==> src/rtl/ffe_pkg.sv <==
// ----------------------------------------------------------------------------
// ffe_pkg - shared types and constants of the feedforward/feedback echo
// Word types of both channels, register codes and reset values, and the
// entry that travels from the front end to the back end.
// ----------------------------------------------------------------------------
package ffe_pkg;

  localparam int ChannelsDef  = 2;
  localparam int RingDepthDef = 65536;

  localparam int TapW     = 16;
  localparam int SampleW  = 24;
  localparam int GainW    = 16;
  localparam int CfgAddrW = 4;
  localparam int CfgDataW = 32;

  typedef enum logic [1:0] {
    RegDelay    = 2'd0,
    RegDirect   = 2'd1,
    RegForward  = 2'd2,
    RegFeedback = 2'd3
  } reg_idx_e;

  localparam logic [TapW-1:0]         DelayRst    = 16'h0000;
  localparam logic signed [GainW-1:0] DirectRst   = 16'sh4000;
  localparam logic signed [GainW-1:0] ForwardRst  = 16'sh0000;
  localparam logic signed [GainW-1:0] FeedbackRst = 16'sh0000;

  typedef struct packed {
    logic                      chan;
    logic signed [SampleW-1:0] sample_in;
  } in_word_t;

  typedef struct packed {
    logic                      chan_out;
    logic signed [SampleW-1:0] sample_out;
  } out_word_t;

  typedef struct packed {
    logic [TapW-1:0]         delay_samples;
    logic signed [GainW-1:0] direct_gain;
    logic signed [GainW-1:0] forward_gain;
    logic signed [GainW-1:0] feedback_gain;
  } cfg_t;

  // Classified word: taps already reduced modulo the ring depth.
  typedef struct packed {
    logic                      bypass;
    logic                      chan;
    logic signed [SampleW-1:0] sample;
    logic [TapW-1:0]           tap_fwd;
    logic [TapW-1:0]           tap_fb;
  } task_t;

endpackage

==> src/rtl/ffe_queue.sv <==
// ----------------------------------------------------------------------------
// ffe_queue - decoupling queue
// Four-entry FIFO of classified words between the front and back ends.
// ----------------------------------------------------------------------------
module ffe_queue (
  input  logic           clk_i,
  input  logic           rst_ni,
  input  logic           push_i,
  input  ffe_pkg::task_t data_i,
  output logic           full_o,
  input  logic           pop_i,
  output logic           empty_o,
  output ffe_pkg::task_t data_o
);
  import ffe_pkg::*;

  localparam int Depth = 4;
  localparam int AW    = $clog2(Depth);

  task_t           slot_q [Depth];
  logic [AW-1:0]   wr_ptr_q, rd_ptr_q;
  logic [AW:0]     count_q;

  assign full_o  = (count_q == (AW + 1)'(Depth));
  assign empty_o = (count_q == '0);
  assign data_o  = slot_q[rd_ptr_q];

  always_ff @(posedge clk_i or negedge rst_ni) begin
    if (!rst_ni) begin
      wr_ptr_q <= '0;
      rd_ptr_q <= '0;
      count_q  <= '0;
    end else begin
      if (push_i) wr_ptr_q <= wr_ptr_q + 1'b1;
      if (pop_i)  rd_ptr_q <= rd_ptr_q + 1'b1;
      if (push_i && !pop_i) begin
        count_q <= count_q + 1'b1;
      end else if (pop_i && !push_i) begin
        count_q <= count_q - 1'b1;
      end
    end
  end

  always_ff @(posedge clk_i) begin
    if (push_i) slot_q[wr_ptr_q] <= data_i;
  end

endmodule

==> config.mk <==
export PLATFORM = sky130hd
export DESIGN_NAME = ffe_queue
export DESIGN_NICKNAME = d
export VERILOG_FILES = /design/src/rtl/ffe_pkg.sv /design/src/rtl/ffe_queue.sv
export SDC_FILE = /design/constraint.sdc
export NUM_CORES = 1
export LEC_CHECK = 0
export ABC_AREA = 0
export BUFFER_PORTS_ARGS = -buffer_cell sky130_fd_sc_hd__buf_2
export CORE_MARGIN = 2
export CORE_UTILIZATION = 45
export DETAILED_ROUTE_END_ITERATION = 10
export PLACE_DENSITY_LB_ADDON = 0.2
export REMOVE_ABC_BUFFERS = 1
export SYNTH_ARGS = -nofsm -noshare
export SYNTH_HDL_FRONTEND = slang
export SYNTH_SLANG_ARGS = --single-unit
==> constraint.sdc <==
create_clock -name clk_i -period 4.8 [get_ports clk_i]
set_input_delay 0.24 -clock clk_i [delete_from_list [all_inputs] [get_ports clk_i]]
set_output_delay 0.24 -clock clk_i [all_outputs]
set_load 0.005 [all_outputs]
==> metrics.cfg <==
[setup_path]
path_class=reg2out
worst_setup_path_start_kind=flop
cp_max_fo=44
end_kind=output pin
cpMaxStageDelayCell=dfrtp_4
critPathArrivalTime_ps=2750
critPathMaxStageDelay_ps=1010
critical_path.cell_chain=buf_4 -> mux4_2 -> buf_2
required_ps=4560

[sta]
finalSetupViolCount=0
period_share=0.6238
tightest_slew_ps=923.7
rsz0062_at_grt=false
hold_viol_final=0
finalClockSkew_ps=6.890
finalCriticalPeriod_ps=2994
maxSlewViolCount=0
fmax_ghz=0.3340
slew_headroom=0.3842
finalSetupTns_ps=0

[die]
fp-row-count=51
coreArea_um2=19330
io_pins=122
fp.dieW_um=144.1
initial_core_util=0.4569
die_h_um=144.1
dieArea_um2=20770

[synth]
synth_area_um2=8835
synth.distinct_cells=19
yosys_warnings=0
ys_seq_area_frac=0.8084
syn_inst=338
yosys_register_bits=239
syn_avg_cell_area_um2=26.14

[pwr]
p_leak_nw=3.806
p_per_area_nw_per_um2=570.5
power_mw=6.281
peakVddDrop_mv=0.5332

[global_route]
grt_pass1_vias=4478
grt_overflow_total=0
track_usage=0.1539
antenna_found_initial=0
grt_start_max_net_pins=59
grt_first_pass_wirelength_um=24180

[detailed_routing]
wire_per_inst_um=19.23
drt-initial-drc-count=176
drtPass1Iterations=4
drcViolationCount=0
wl_um=15750
ant_nets=0
vias_per_cell=4.960
vias=4062

[clock_network]
clk_latency_ps=510
htree_levels=1
cts_buffers=26
cts_tree=done
root_buffer=clkbuf_16
cts_setup_buffers=0
clkSinkCount=239
clk_path_buf_depth=3
clk_pin_slew_ps=50

[finish]
multi_input_area_um2=1516
diodes=0
layout.cells.most_common=edfxtp_1
fin_nets=604
final_cell_mix=232 x edfxtp_1, 121 x buf_2, 61 x dlygate4sd3_1
drive_gt1_frac=0.3935
ff_latch_area_um2=7147
fill_cells=1493
area_growth_pct=24.63

[placement]
hpwlAfterDp_um=8535
io_buffers=121
gp_congestion=0.6643

[run_status]
status=finished, final reports clean

[min_path]
min_path_type=in2async

[flow_run]
drv_cap=0

-- cells in the mapped netlist, drive strengths merged --
library cell    n  area share
and2            4      0.0028
mux2            1      0.0013
mux4           58        0.15
edfxtp        232        0.79
fa              1      0.0023
nand2           2     0.00085
o21ai           1     0.00057
dfrtp           7       0.020
ha              5      0.0071
inv             4      0.0017
nor3b           1     0.00085
xor2            4      0.0040
nor2            1     0.00042
nor3            1     0.00057
xnor2           2      0.0020
buf            14       0.019
-- kinds of logic after synthesis --
kind of cell               synth area share
buffers and inverters               0.02110
muxes                                0.1491
xor gates and xnor gates           0.005948
AOI/OAI and AO/OA                 0.0005659
and+or+nand+nor                    0.005523
adders and majority gates          0.009347
DFF                                  0.8084
-- power breakdown --
part	switching [mW]	leakage, nW	internal [mW]
logic	0.681	1.23	0.821
clock network	0.722	0.366	1.06
registers	0.263	2.21	2.74
total	1.67	3.81	4.62
-- worst max-delay path, delay by kind of cell (launching register included) --
| family | cells | cell delay, ps |
|---|---|---|
| flip-flops | 1 | 1010 |
| buffers and inverters | 2 | 620 |
| multiplexers | 1 | 570 |
-- metal layers --
metal	routed length, um	up-vias	part of all wire	global-route usage
met5	0	-	0	0
met4	408	0	0.026	0.04954
met3	837	30	0.053	0.03344
met2	7726	103	0.49	0.2581
met1	6779	2096	0.43	0.2030
li1	-	1833	-	-
-- final cells by class --
type | instances | share of cell area
sequential | 239 | 0.6491
multi-input combinational | 81 | 0.1377
timing repair buffer | 184 | 0.1118
clock buffer | 39 | 0.06352
tap | 265 | 0.03011
clock inverter | 7 | 0.006364
inverter | 4 | 0.001364
-- state kept, by name (all words and copies together), names as in the netlist --
name / cells
count_q: 3
rd_ptr_q: 2
slot_q: 232
wr_ptr_q: 2
-- final timing paths --
check / slack (ps) / endpoint / startpoint / cells after the start
hold / removal: 110 / count_q[2] / rst_ni / 2
setup / recovery: 1810 / data_o[35] / rd_ptr_q[0] / 3
min in group clk_i: 480 / slot_q[2][33] / data_i[33] / 2
hold reg to reg: 510 / count_q[2] / count_q[2] / 1
max in group asynchronous: 4510 / rd_ptr_q[0] / rst_ni / 2
setup reg to reg: 2980 / slot_q[1][12] / wr_ptr_q[1] / 3
-- per-stage QoR --
stage	cell area, um2	setup slack [ps]	std cells	hold slack (ps)	utilization
after floorplan	8663	1523	324	-55.59	-
after global placement	9630	2234	712	77.89	0.4981
after detailed placement	9630	2241	712	83.65	0.4981
after CTS	11010	1676	819	82.09	0.5695
after global routing	11010	1537	819	102.2	0.5695
final	11010	1806	819	110.2	0.5695
-- what timing repair did --
item | 4_1_cts | 5_1_grt
endpoints found under the hold margin | 241 | 0
setup endpoints to repair | 0 | 0
gates resized for setup | 0 | 0
hold buffers | 61 | 0
No activity file was read; power rests on OpenSTA's default activity.
