<file path="src/rtl/ffe_pkg.sv">
// ----------------------------------------------------------------------------
// ffe_pkg - shared types and constants of the feedforward/feedback echo
// Word types of both channels, register codes and reset values, and the
// entry that travels from the front end to the back end.
// ----------------------------------------------------------------------------
package ffe_pkg;

  localparam int ChannelsDef  = 2;
  localparam int RingDepthDef = 65536;

  localparam int TapW     = 16;
  localparam int SampleW  = 24;
  localparam int GainW    = 16;
  localparam int CfgAddrW = 4;
  localparam int CfgDataW = 32;

  typedef enum logic [1:0] {
    RegDelay    = 2'd0,
    RegDirect   = 2'd1,
    RegForward  = 2'd2,
    RegFeedback = 2'd3
  } reg_idx_e;

  localparam logic [TapW-1:0]         DelayRst    = 16'h0000;
  localparam logic signed [GainW-1:0] DirectRst   = 16'sh4000;
  localparam logic signed [GainW-1:0] ForwardRst  = 16'sh0000;
  localparam logic signed [GainW-1:0] FeedbackRst = 16'sh0000;

  typedef struct packed {
    logic                      chan;
    logic signed [SampleW-1:0] sample_in;
  } in_word_t;

  typedef struct packed {
    logic                      chan_out;
    logic signed [SampleW-1:0] sample_out;
  } out_word_t;

  typedef struct packed {
    logic [TapW-1:0]         delay_samples;
    logic signed [GainW-1:0] direct_gain;
    logic signed [GainW-1:0] forward_gain;
    logic signed [GainW-1:0] feedback_gain;
  } cfg_t;

  // Classified word: taps already reduced modulo the ring depth.
  typedef struct packed {
    logic                      bypass;
    logic                      chan;
    logic signed [SampleW-1:0] sample;
    logic [TapW-1:0]           tap_fwd;
    logic [TapW-1:0]           tap_fb;
  } task_t;

endpackage

</file>
<file path="src/rtl/ffe_cfg.sv">
// ----------------------------------------------------------------------------
// ffe_cfg - configuration registers
// APB-style register file holding the delay and the three gains.
// ----------------------------------------------------------------------------
module ffe_cfg (
  input  logic                          clk_i,
  input  logic                          rst_ni,
  input  logic                          psel,
  input  logic                          penable,
  input  logic                          pwrite,
  input  logic [ffe_pkg::CfgAddrW-1:0]  paddr,
  input  logic [ffe_pkg::CfgDataW-1:0]  pwdata,
  output logic [ffe_pkg::CfgDataW-1:0]  prdata,
  output logic                          pready,
  output ffe_pkg::cfg_t                 cfg_o
);
  import ffe_pkg::*;

  cfg_t     cfg_q;
  reg_idx_e idx;
  logic     wr_en;

  assign idx    = reg_idx_e'(paddr[CfgAddrW-1:2]);
  assign wr_en  = psel && penable && pwrite;
  assign pready = 1'b1;
  assign cfg_o  = cfg_q;

  always_ff @(posedge clk_i or negedge rst_ni) begin
    if (!rst_ni) begin
      cfg_q.delay_samples <= DelayRst;
      cfg_q.direct_gain   <= DirectRst;
      cfg_q.forward_gain  <= ForwardRst;
      cfg_q.feedback_gain <= FeedbackRst;
    end else if (wr_en) begin
      unique case (idx)
        RegDelay:    cfg_q.delay_samples <= pwdata[TapW-1:0];
        RegDirect:   cfg_q.direct_gain   <= pwdata[GainW-1:0];
        RegForward:  cfg_q.forward_gain  <= pwdata[GainW-1:0];
        RegFeedback: cfg_q.feedback_gain <= pwdata[GainW-1:0];
      endcase
    end
  end

  always_comb begin
    unique case (idx)
      RegDelay:    prdata = CfgDataW'(cfg_q.delay_samples);
      RegDirect:   prdata = CfgDataW'(unsigned'(cfg_q.direct_gain));
      RegForward:  prdata = CfgDataW'(unsigned'(cfg_q.forward_gain));
      RegFeedback: prdata = CfgDataW'(unsigned'(cfg_q.feedback_gain));
    endcase
  end

endmodule

</file>
<file path="config.mk">
export PLATFORM = sky130hd
export DESIGN_NAME = ffe_cfg
export DESIGN_NICKNAME = d
export VERILOG_FILES = /design/src/rtl/ffe_pkg.sv /design/src/rtl/ffe_cfg.sv
export SDC_FILE = /design/constraint.sdc
export NUM_CORES = 1
export LEC_CHECK = 0
export ABC_CLOCK_PERIOD_IN_PS = 1850
export BUFFER_PORTS_ARGS = -buffer_cell sky130_fd_sc_hd__buf_2
export CORE_ASPECT_RATIO = 0.8
export CORE_MARGIN = 1.5
export CORE_UTILIZATION = 40
export DETAILED_ROUTE_END_ITERATION = 16
export PLACE_DENSITY = 0.7
export SYNTH_ARGS = -nofsm -noshare
export SYNTH_HDL_FRONTEND = slang
export SYNTH_SLANG_ARGS = --single-unit
</file>
<file path="constraint.sdc">
create_clock -name clk_i -period 1.85 [get_ports clk_i]
set_input_delay 0.185 -clock clk_i [delete_from_list [all_inputs] [get_ports clk_i]]
set_output_delay 0.185 -clock clk_i [all_outputs]
set_load 0.005 [all_outputs]
</file>
==> results_dict.tcl <==
set metrics [dict create \
    outcome "completed" \
    synthDistinctLibCells 19 \
    cts_made_buffers 9 \
    clock-root-buffer "clkbuf_8" \
    layout.nets 336 \
    synth_seq_cells 64 \
    cts_max_level 3 \
    netSwitchingFraction_pct 27.2 \
    place_congestion 0.741 \
    max_freq_ghz 0.633 \
    synth_commonest_cells "63 x dfrtp_1, 54 x mux2_2, 19 x buf_4" \
    largest_reg_flops 64 \
    vias 1941 \
    grt_pass1_wl_um 10400 \
    finalCriticalPeriod_ps 1580 \
    dp_slack_ps 318 \
    grt_pass1_vias 1937 \
    leakagePower_nw 1.92 \
    drtIter0Drc 46 \
    skew_ps 0 \
    grt_usage_pct 17.6 \
    globalRouteOverflowTotal 0 \
    first_pass_iters 3 \
    p_int_mw 3.10 \
    power_switching_mw 1.16 \
    vias_per_cell 4.98 \
    finalWirelength_um 6540 \
    place_area_um2 3600 \
    nFillCells 649 \
    crit_chain "mux4_1 -> buf_2" \
    setup_viol 0 \
    diodes 0 \
    seq_power_share_pct 46.2 \
    synth-edff-count 0 \
    cp_num_buf_inv 1 \
    synth_top_area_share_pct 52.4 \
    yosysTopAreaCell "dfrtp_1" \
    synth_cells 180 \
    fin_setup_tns_ps 0 \
    worst_skew_pair.late_latency_ps 330 \
    async_reset_ff_share_pct 100 \
    port_buffers 102 \
    crit_type "flop to primary output" \
    hp-class "primary input to flop" \
    rsz0062_at_grt "no" \
    cp.arrival_ps 1400 \
    cts_setup_buffers 0 \
    p_comb_share_pct 26.2 \
    holdWs_ps 121 \
    syn-cell-area_um2 3010 \
    yosysMostFrequentCell "dfrtp_1" \
    ys.warnings.count 0 \
    peakVddDrop_mv 0.704 \
    cap_violations 0 \
    layout_setup_ws_ps 270 \
    drtAntennaViolNets 0 \
    cts_sinks 64 \
    cp-end-kind "primary output" \
    clkPwrFrac_pct 27.6 \
    critical_path_required_ps 1660 \
    drcViolationCount 0 \
    io_pins 138 \
    cp-start-kind "flop" \
    slowest_delay_ps 520 \
    grt_max_degree 65 \
    dp_hpwl_um 4790 \
    crit_family "multiplexers" \
    seqCellArea_um2 1600 \
    routedWlPerCell_um 16.8 \
    tritoncts "yes" \
    path_max_fanout 3 \
    die-area_um2 8050 \
    die_h_um 80.5 \
    antenna_found_initial 0 \
    cp_slowest_cell "mux4_1" \
    finalHoldViolCount 0 \
    rows 28 \
    cts.path.max_buffers 2 \
    slew_viol_final 0 \
    clk_pin_slew_worst_paths_ps 70 \
    area.growth.synth_to_final_pct 26.6 \
    syn_avg_cell_area_um2 16.7 \
    ys_dominant_reg_cell "dfrtp_1" \
    power-per-cell-area_nw_per_um2 1120 \
    yosysSeqAreaShare_pct 53.3 \
    synthTopCellsByArea "dfrtp_1 52%, mux2_2 20%, mux4_2 8.2%" \
    multi_input_area_um2 1250 \
    start_util_pct 41.1 \
    period_share_pct 85.4 \
    drive_gt1_share_pct 69.7 \
    die_w_um 99.9 \
    cts_hold_buf 1 \
    final_area_um2 3810 \
    coreArea_um2 7320 \
    cts_resized 0 \
]
power by group through the flow:
stage	Clock (mW)	Combinational, mW	Sequential (mW)
after global placement	0	1.11	1.98
after floorplan	0	0.559	1.98
after global routing	1.29	1.22	2.02
after detailed placement	0	1.13	1.99
final	1.17	1.12	1.97
after CTS	1.21	1.14	1.97
layout make-up:
type                            count  share of cell area, %
Multi-Input combinational cell    103                   32.8
Clock inverter                      5                   1.48
Tap cell                           90                   2.96
Inverter                            1                 0.0986
Timing Repair Buffer              116                   16.9
Sequential cell                    64                   42.1
Clock buffer                       11                   3.71
kinds of logic (layout without fill, tap and decap cells):
family / after synthesis / in the layout / synth area share, %
buffers and inverters: 28 / 133 / 7.28
other: 2 / 17 / 0.250
and+or+nand+nor: 6 / 6 / 1.33
muxes: 80 / 80 / 37.8
DFF: 64 / 64 / 53.3
worst paths after layout:
| kind | from | slack (ps) | end | cells after the start |
|---|---|---|---|---|
| min in group asynchronous | rst_ni | 420 | cfg_o[3] | 3 |
| worst min-delay path | pwdata[9] | 120 | cfg_o[41] | 2 |
| worst max register to register | cfg_o[1] | 1060 | cfg_o[1] | 1 |
| max in group asynchronous | rst_ni | 1120 | cfg_o[46] | 3 |
| worst min register to register | cfg_o[57] | 530 | cfg_o[57] | 1 |
| worst max-delay path | cfg_o[44] | 270 | prdata[12] | 2 |
metal layers:
| layer | track usage (%) | part of all wire (%) | up-vias |
|---|---|---|---|
| li1 | - | - | 870 |
| met1 | 21.3 | 43 | 997 |
| met2 | 29.7 | 50 | 65 |
| met3 | 5.05 | 5.3 | 9 |
| met4 | 7.18 | 1.5 | 0 |
| met5 | 0 | 0 | - |
metrics by stage:
stage,power [mW],util (%),cells
floorplan,2.54,-,195
global placement,3.09,49.2,373
detailed placement,3.13,49.2,373
CTS,4.32,52.0,390
global route,4.53,52.0,390
finish,4.26,52.0,390
layout by cell type (no fill, tap or decap), drive strengths merged:
master and n:
nand3 1, dlygate4sd3 1, or3 1, nor3 1, clkinvlp 1, nor2 1
mux2 64, dfstp 1, or2 1, bufinv 1, mux4 16, clkbuf 11
inv 1, conb 17, buf 115, clkinv 3, dfrtp 63, nand4 1
No activity file was read; power rests on OpenSTA's default activity.
