$ cat src/rtl/ffe_pkg.sv
// ----------------------------------------------------------------------------
// ffe_pkg - shared types and constants of the feedforward/feedback echo
// Word types of both channels, register codes and reset values, and the
// entry that travels from the front end to the back end.
// ----------------------------------------------------------------------------
package ffe_pkg;

  localparam int ChannelsDef  = 2;
  localparam int RingDepthDef = 65536;

  localparam int TapW     = 16;
  localparam int SampleW  = 24;
  localparam int GainW    = 16;
  localparam int CfgAddrW = 4;
  localparam int CfgDataW = 32;

  typedef enum logic [1:0] {
    RegDelay    = 2'd0,
    RegDirect   = 2'd1,
    RegForward  = 2'd2,
    RegFeedback = 2'd3
  } reg_idx_e;

  localparam logic [TapW-1:0]         DelayRst    = 16'h0000;
  localparam logic signed [GainW-1:0] DirectRst   = 16'sh4000;
  localparam logic signed [GainW-1:0] ForwardRst  = 16'sh0000;
  localparam logic signed [GainW-1:0] FeedbackRst = 16'sh0000;

  typedef struct packed {
    logic                      chan;
    logic signed [SampleW-1:0] sample_in;
  } in_word_t;

  typedef struct packed {
    logic                      chan_out;
    logic signed [SampleW-1:0] sample_out;
  } out_word_t;

  typedef struct packed {
    logic [TapW-1:0]         delay_samples;
    logic signed [GainW-1:0] direct_gain;
    logic signed [GainW-1:0] forward_gain;
    logic signed [GainW-1:0] feedback_gain;
  } cfg_t;

  // Classified word: taps already reduced modulo the ring depth.
  typedef struct packed {
    logic                      bypass;
    logic                      chan;
    logic signed [SampleW-1:0] sample;
    logic [TapW-1:0]           tap_fwd;
    logic [TapW-1:0]           tap_fb;
  } task_t;

endpackage

$ cat src/rtl/ffe_front.sv
// ----------------------------------------------------------------------------
// ffe_front - accept and classify
// Takes input words, marks bypass words and reduces both tap delays modulo
// the ring depth (reciprocal multiply, then multiply-subtract) before the
// word enters the queue.
// ----------------------------------------------------------------------------
module ffe_front #(
  parameter int CHANNELS   = ffe_pkg::ChannelsDef,
  parameter int RING_DEPTH = ffe_pkg::RingDepthDef
) (
  input  logic              clk_i,
  input  logic              rst_ni,
  input  ffe_pkg::cfg_t     cfg_i,
  input  logic              in_valid_i,
  output logic              in_stall_o,
  input  ffe_pkg::in_word_t in_data_i,
  input  logic              full_i,
  output logic              push_o,
  output ffe_pkg::task_t    task_o
);
  import ffe_pkg::*;

  localparam int PTR_W = $clog2(RING_DEPTH);
  localparam int K     = TapW + PTR_W;
  localparam logic [63:0] RECIP = ((64'd1 << K) + 64'(RING_DEPTH) - 64'd1) / 64'(RING_DEPTH);
  localparam int RW    = $clog2(RECIP + 64'd1);
  localparam int PW    = TapW + RW;
  localparam int MW    = TapW + PTR_W + 1;
  localparam logic [MW-1:0] DEPTH_V = MW'(RING_DEPTH);

  logic            f1_valid_q;
  in_word_t        f1_word_q;
  logic            f1_bypass_q;
  logic [TapW-1:0] qf_q, qb_q;

  logic            load;
  logic            bypass_d;
  logic [TapW-1:0] tap_fb_raw;
  logic [PW-1:0]   prod_f, prod_b;
  logic [MW-1:0]   diff_f, diff_b;

  assign in_stall_o = f1_valid_q && full_i;
  assign push_o     = f1_valid_q && !full_i;
  assign load       = in_valid_i && !in_stall_o;

  assign tap_fb_raw = cfg_i.delay_samples >> 1;
  assign bypass_d   = (cfg_i.delay_samples == '0) || (int'(in_data_i.chan) >= CHANNELS);

  // Quotient estimate: exact for every 16-bit tap with this reciprocal.
  assign prod_f = PW'(cfg_i.delay_samples) * PW'(RECIP);
  assign prod_b = PW'(tap_fb_raw) * PW'(RECIP);

  always_ff @(posedge clk_i or negedge rst_ni) begin
    if (!rst_ni) begin
      f1_valid_q <= 1'b0;
    end else begin
      f1_valid_q <= load || (f1_valid_q && !push_o);
    end
  end

  always_ff @(posedge clk_i) begin
    if (load) begin
      f1_word_q   <= in_data_i;
      f1_bypass_q <= bypass_d;
      qf_q        <= TapW'(prod_f >> K);
      qb_q        <= TapW'(prod_b >> K);
    end
  end

  // Remainder: tap minus quotient times depth.
  assign diff_f = MW'(cfg_i.delay_samples) - MW'(qf_q) * DEPTH_V;
  assign diff_b = MW'(tap_fb_raw) - MW'(qb_q) * DEPTH_V;

  always_comb begin
    task_o.bypass  = f1_bypass_q;
    task_o.chan    = f1_word_q.chan;
    task_o.sample  = f1_word_q.sample_in;
    task_o.tap_fwd = TapW'(diff_f);
    task_o.tap_fb  = TapW'(diff_b);
  end

endmodule

$ cat config.mk
export PLATFORM = sky130hd
export DESIGN_NAME = ffe_front
export DESIGN_NICKNAME = d
export VERILOG_FILES = /design/src/rtl/ffe_pkg.sv /design/src/rtl/ffe_front.sv
export SDC_FILE = /design/constraint.sdc
export NUM_CORES = 1
export LEC_CHECK = 0
export ABC_AREA = 1
export BUFFER_PORTS_ARGS = -buffer_cell sky130_fd_sc_hd__clkbuf_2
export CORE_MARGIN = 4
export CORE_UTILIZATION = 28
export DETAILED_ROUTE_END_ITERATION = 10
export PLACE_DENSITY = 0.75
export SKIP_LAST_GASP = 1
export SLEW_MARGIN = 20
export SYNTH_ARGS = -nofsm -noshare
export SYNTH_HDL_FRONTEND = slang
export SYNTH_SLANG_ARGS = --single-unit
export TNS_END_PERCENT = 50
$ cat constraint.sdc
create_clock -name clk_i -period 2.1 [get_ports clk_i]
set_clock_uncertainty 0.1 [all_clocks]
set_input_delay 0.42 -clock clk_i [delete_from_list [all_inputs] [get_ports clk_i]]
set_output_delay 0.42 -clock clk_i [all_outputs]
set_load 0.01 [all_outputs]
==> out/metrics.csv <==
metric,value,unit
status,finished clean,
core,4058,um2
rows,23,
hold_viol,0,
wl_met1,894,um
synth.most_common_cell,buf_4,
async_flop_share,0.03704,
drt_iter0_drc,10,
cp-end-kind,output port,
overflow,0,
power_switching,0.0002443,W
worstPathRequired,1580,ps
p_clk_frac,0.257,
fillers,400,
leakagePower,0.8396,nW
p_comb_frac,0.157,
worst_ir_drop_vdd,231.8,uV
synth_cells,95,
cts-root-buf,clkbuf_8,
crit_arrival,920,ps
grt_pass1_vias,857,
grt_max_degree,27,
dpl_cell_area,1528,um2
synth_top_cell_by_area,edfxtp_1,
wl,2725,um
num_antenna_cells,0,
wl_per_cell,12.33,um
seqPwrFrac,0.586,
num_io_pins,153,
dp_hpwl,2440,um
die_w,73.12,um
die_y,73.12,um
setup_viol,0,
synth_ff_type,edfxtp_1,
fin_setup_tns,0,ps
drc,0,
cts-htree-levels,1,
final_cell_area,1583,um2
cts_tree,done,
sw_frac_of_total,0.2262,
wl_met3,395,um
avgSynthCellArea,12.50,um2
ys_top_cells_by_count,"buf_4, edfxtp_1, inv_1",
ys_top_cells_by_area,"edfxtp_1, buf_4, inv_1, nand2_1, nor2_1",
nNetsFinal,265,
synth-edff-count,26,
grt_use_total,0.1018,
ctsLongestPathBuffers,2,
grt_pass1_wl,3995,um
place_congestion,0.6871,
syn_to_final_growth,33.30,%
criticalPathCategory,reg -> out,
first_pass_iters,4,
vias_per_cell,3.873,
rsz0062_at_grt,no,
cts_buffers,3,
dieArea,5347,um2
total_power,0.001080,W
cp_max_fo,2,
top_layer,met4,
fin_util,0.3901,
worstSkewPairLatency,260,ps
antenna_found_initial,0,
syn-num-nets,188,
synth_warnings,0,
clkTransAtPathRegs,80,ps
synth-seq-cells,27,
cts_resized,0,
powerDensity,682.2,nW/um2
antenna_left,0,
critPathLaunchType,register,
ys_types,8,
p_int,0.0008355,W
wl_met2,1412,um
fin_crit_sh,0.6835,
holdCritPathClass,in -> reg,
portBuffers,103,
slew_viol_final,0,
yosysSeqAreaShare,0.6786,
syn_area,1187,um2
via_count,856,
clock_sinks,27,
max_freq,0.6967,GHz
synth_top_area_frac,0.6575,
start_util,0.2926,
drive_above_1_share,0.6316,
cap_violations,0,
finalCriticalPeriod,1435,ps
## routing by layer
metal  track usage  up-vias
li1              -      417
met4       0.03689        0
met1        0.1099      363
met2        0.1787       74
met3       0.03994        2
met5             0        -
## power groups by stage
stage / Sequential, W / Combinational, W / Clock (W)
final: 0.000633 / 0.000169 / 0.000278
after global routing: 0.000636 / 0.000187 / 0.000315
after CTS: 0.000634 / 0.000174 / 0.000291
after detailed placement: 0.000646 / 0.000172 / 0
after global placement: 0.000646 / 0.000169 / 0
after floorplan: 0.000660 / 0.0000877 / 0
## final timing paths
| kind | from | to | slack [ps] | depth (start not counted) |
|---|---|---|---|---|
| worst max register to register | f1_valid_q | task_o[49] | 760 | 4 |
| max in group asynchronous | rst_ni | f1_valid_q | 1470 | 2 |
| worst min register to register | f1_valid_q | f1_valid_q | 400 | 2 |
| worst max-delay path | f1_valid_q | in_stall_o | 660 | 3 |
| worst min-delay path | in_data_i[2] | task_o[34] | 230 | 1 |
| min in group asynchronous | rst_ni | f1_valid_q | 350 | 2 |
## what timing repair did
item,4_1_cts,5_1_grt
buffers inserted,0,0
hold buffers,1,0
endpoints found under the hold margin,1,0
## worst max-delay path: stages, from the launching register on
cell and delay (ps):
dfrtp_1 390, nand2_1 80, inv_1 60, clkbuf_2 130
## final cells by class
cell class,count,area (um2),share of cell area
Clock buffer,4,45.04,0.02846
Inverter,15,56.30,0.03557
Multi-Input combinational cell,20,80.08,0.05059
Sequential cell,27,805.8,0.5091
Tap cell,50,62.56,0.03953
Timing Repair Buffer,105,533.0,0.3368
## cells by family (layout without fill, tap and decap cells)
logic type	Yosys count	after routing	synth area share
DFF	27	27	0.6786
and+or+nand+nor	19	19	0.06218
buffers and inverters	48	124	0.2561
other	1	1	0.003158
## stage by stage
step / hold slack (ps) / std cells / setup WS, ps
2_1_floorplan: 24.41 / 95 / 347.0
3_3_place_gp: 95.07 / 216 / 632.2
3_5_place_dp: 97.25 / 216 / 628.8
4_1_cts: 220.9 / 221 / 657.0
5_1_grt: 210.6 / 221 / 607.3
6_report: 229.2 / 221 / 664.7
## state kept, by name, summed over array words and instances, names as in the netlist
| name | flops |
|---|---|
| task_o | 25 |
| f1_bypass_q | 1 |
| f1_valid_q | 1 |
## layout by cell type (no fill, tap or decap)
cell type / instances
conb_1: 1
dlygate4sd3_1: 1
nor2_1: 7
clkbuf_8: 3
buf_4: 1
edfxtp_1: 26
nand2_1: 10
clkbuf_1: 1
clkbuf_2: 103
and2_1: 1
dfrtp_1: 1
nor2_2: 1
inv_1: 15
Note: power is estimated with default switching activity, not from simulation.
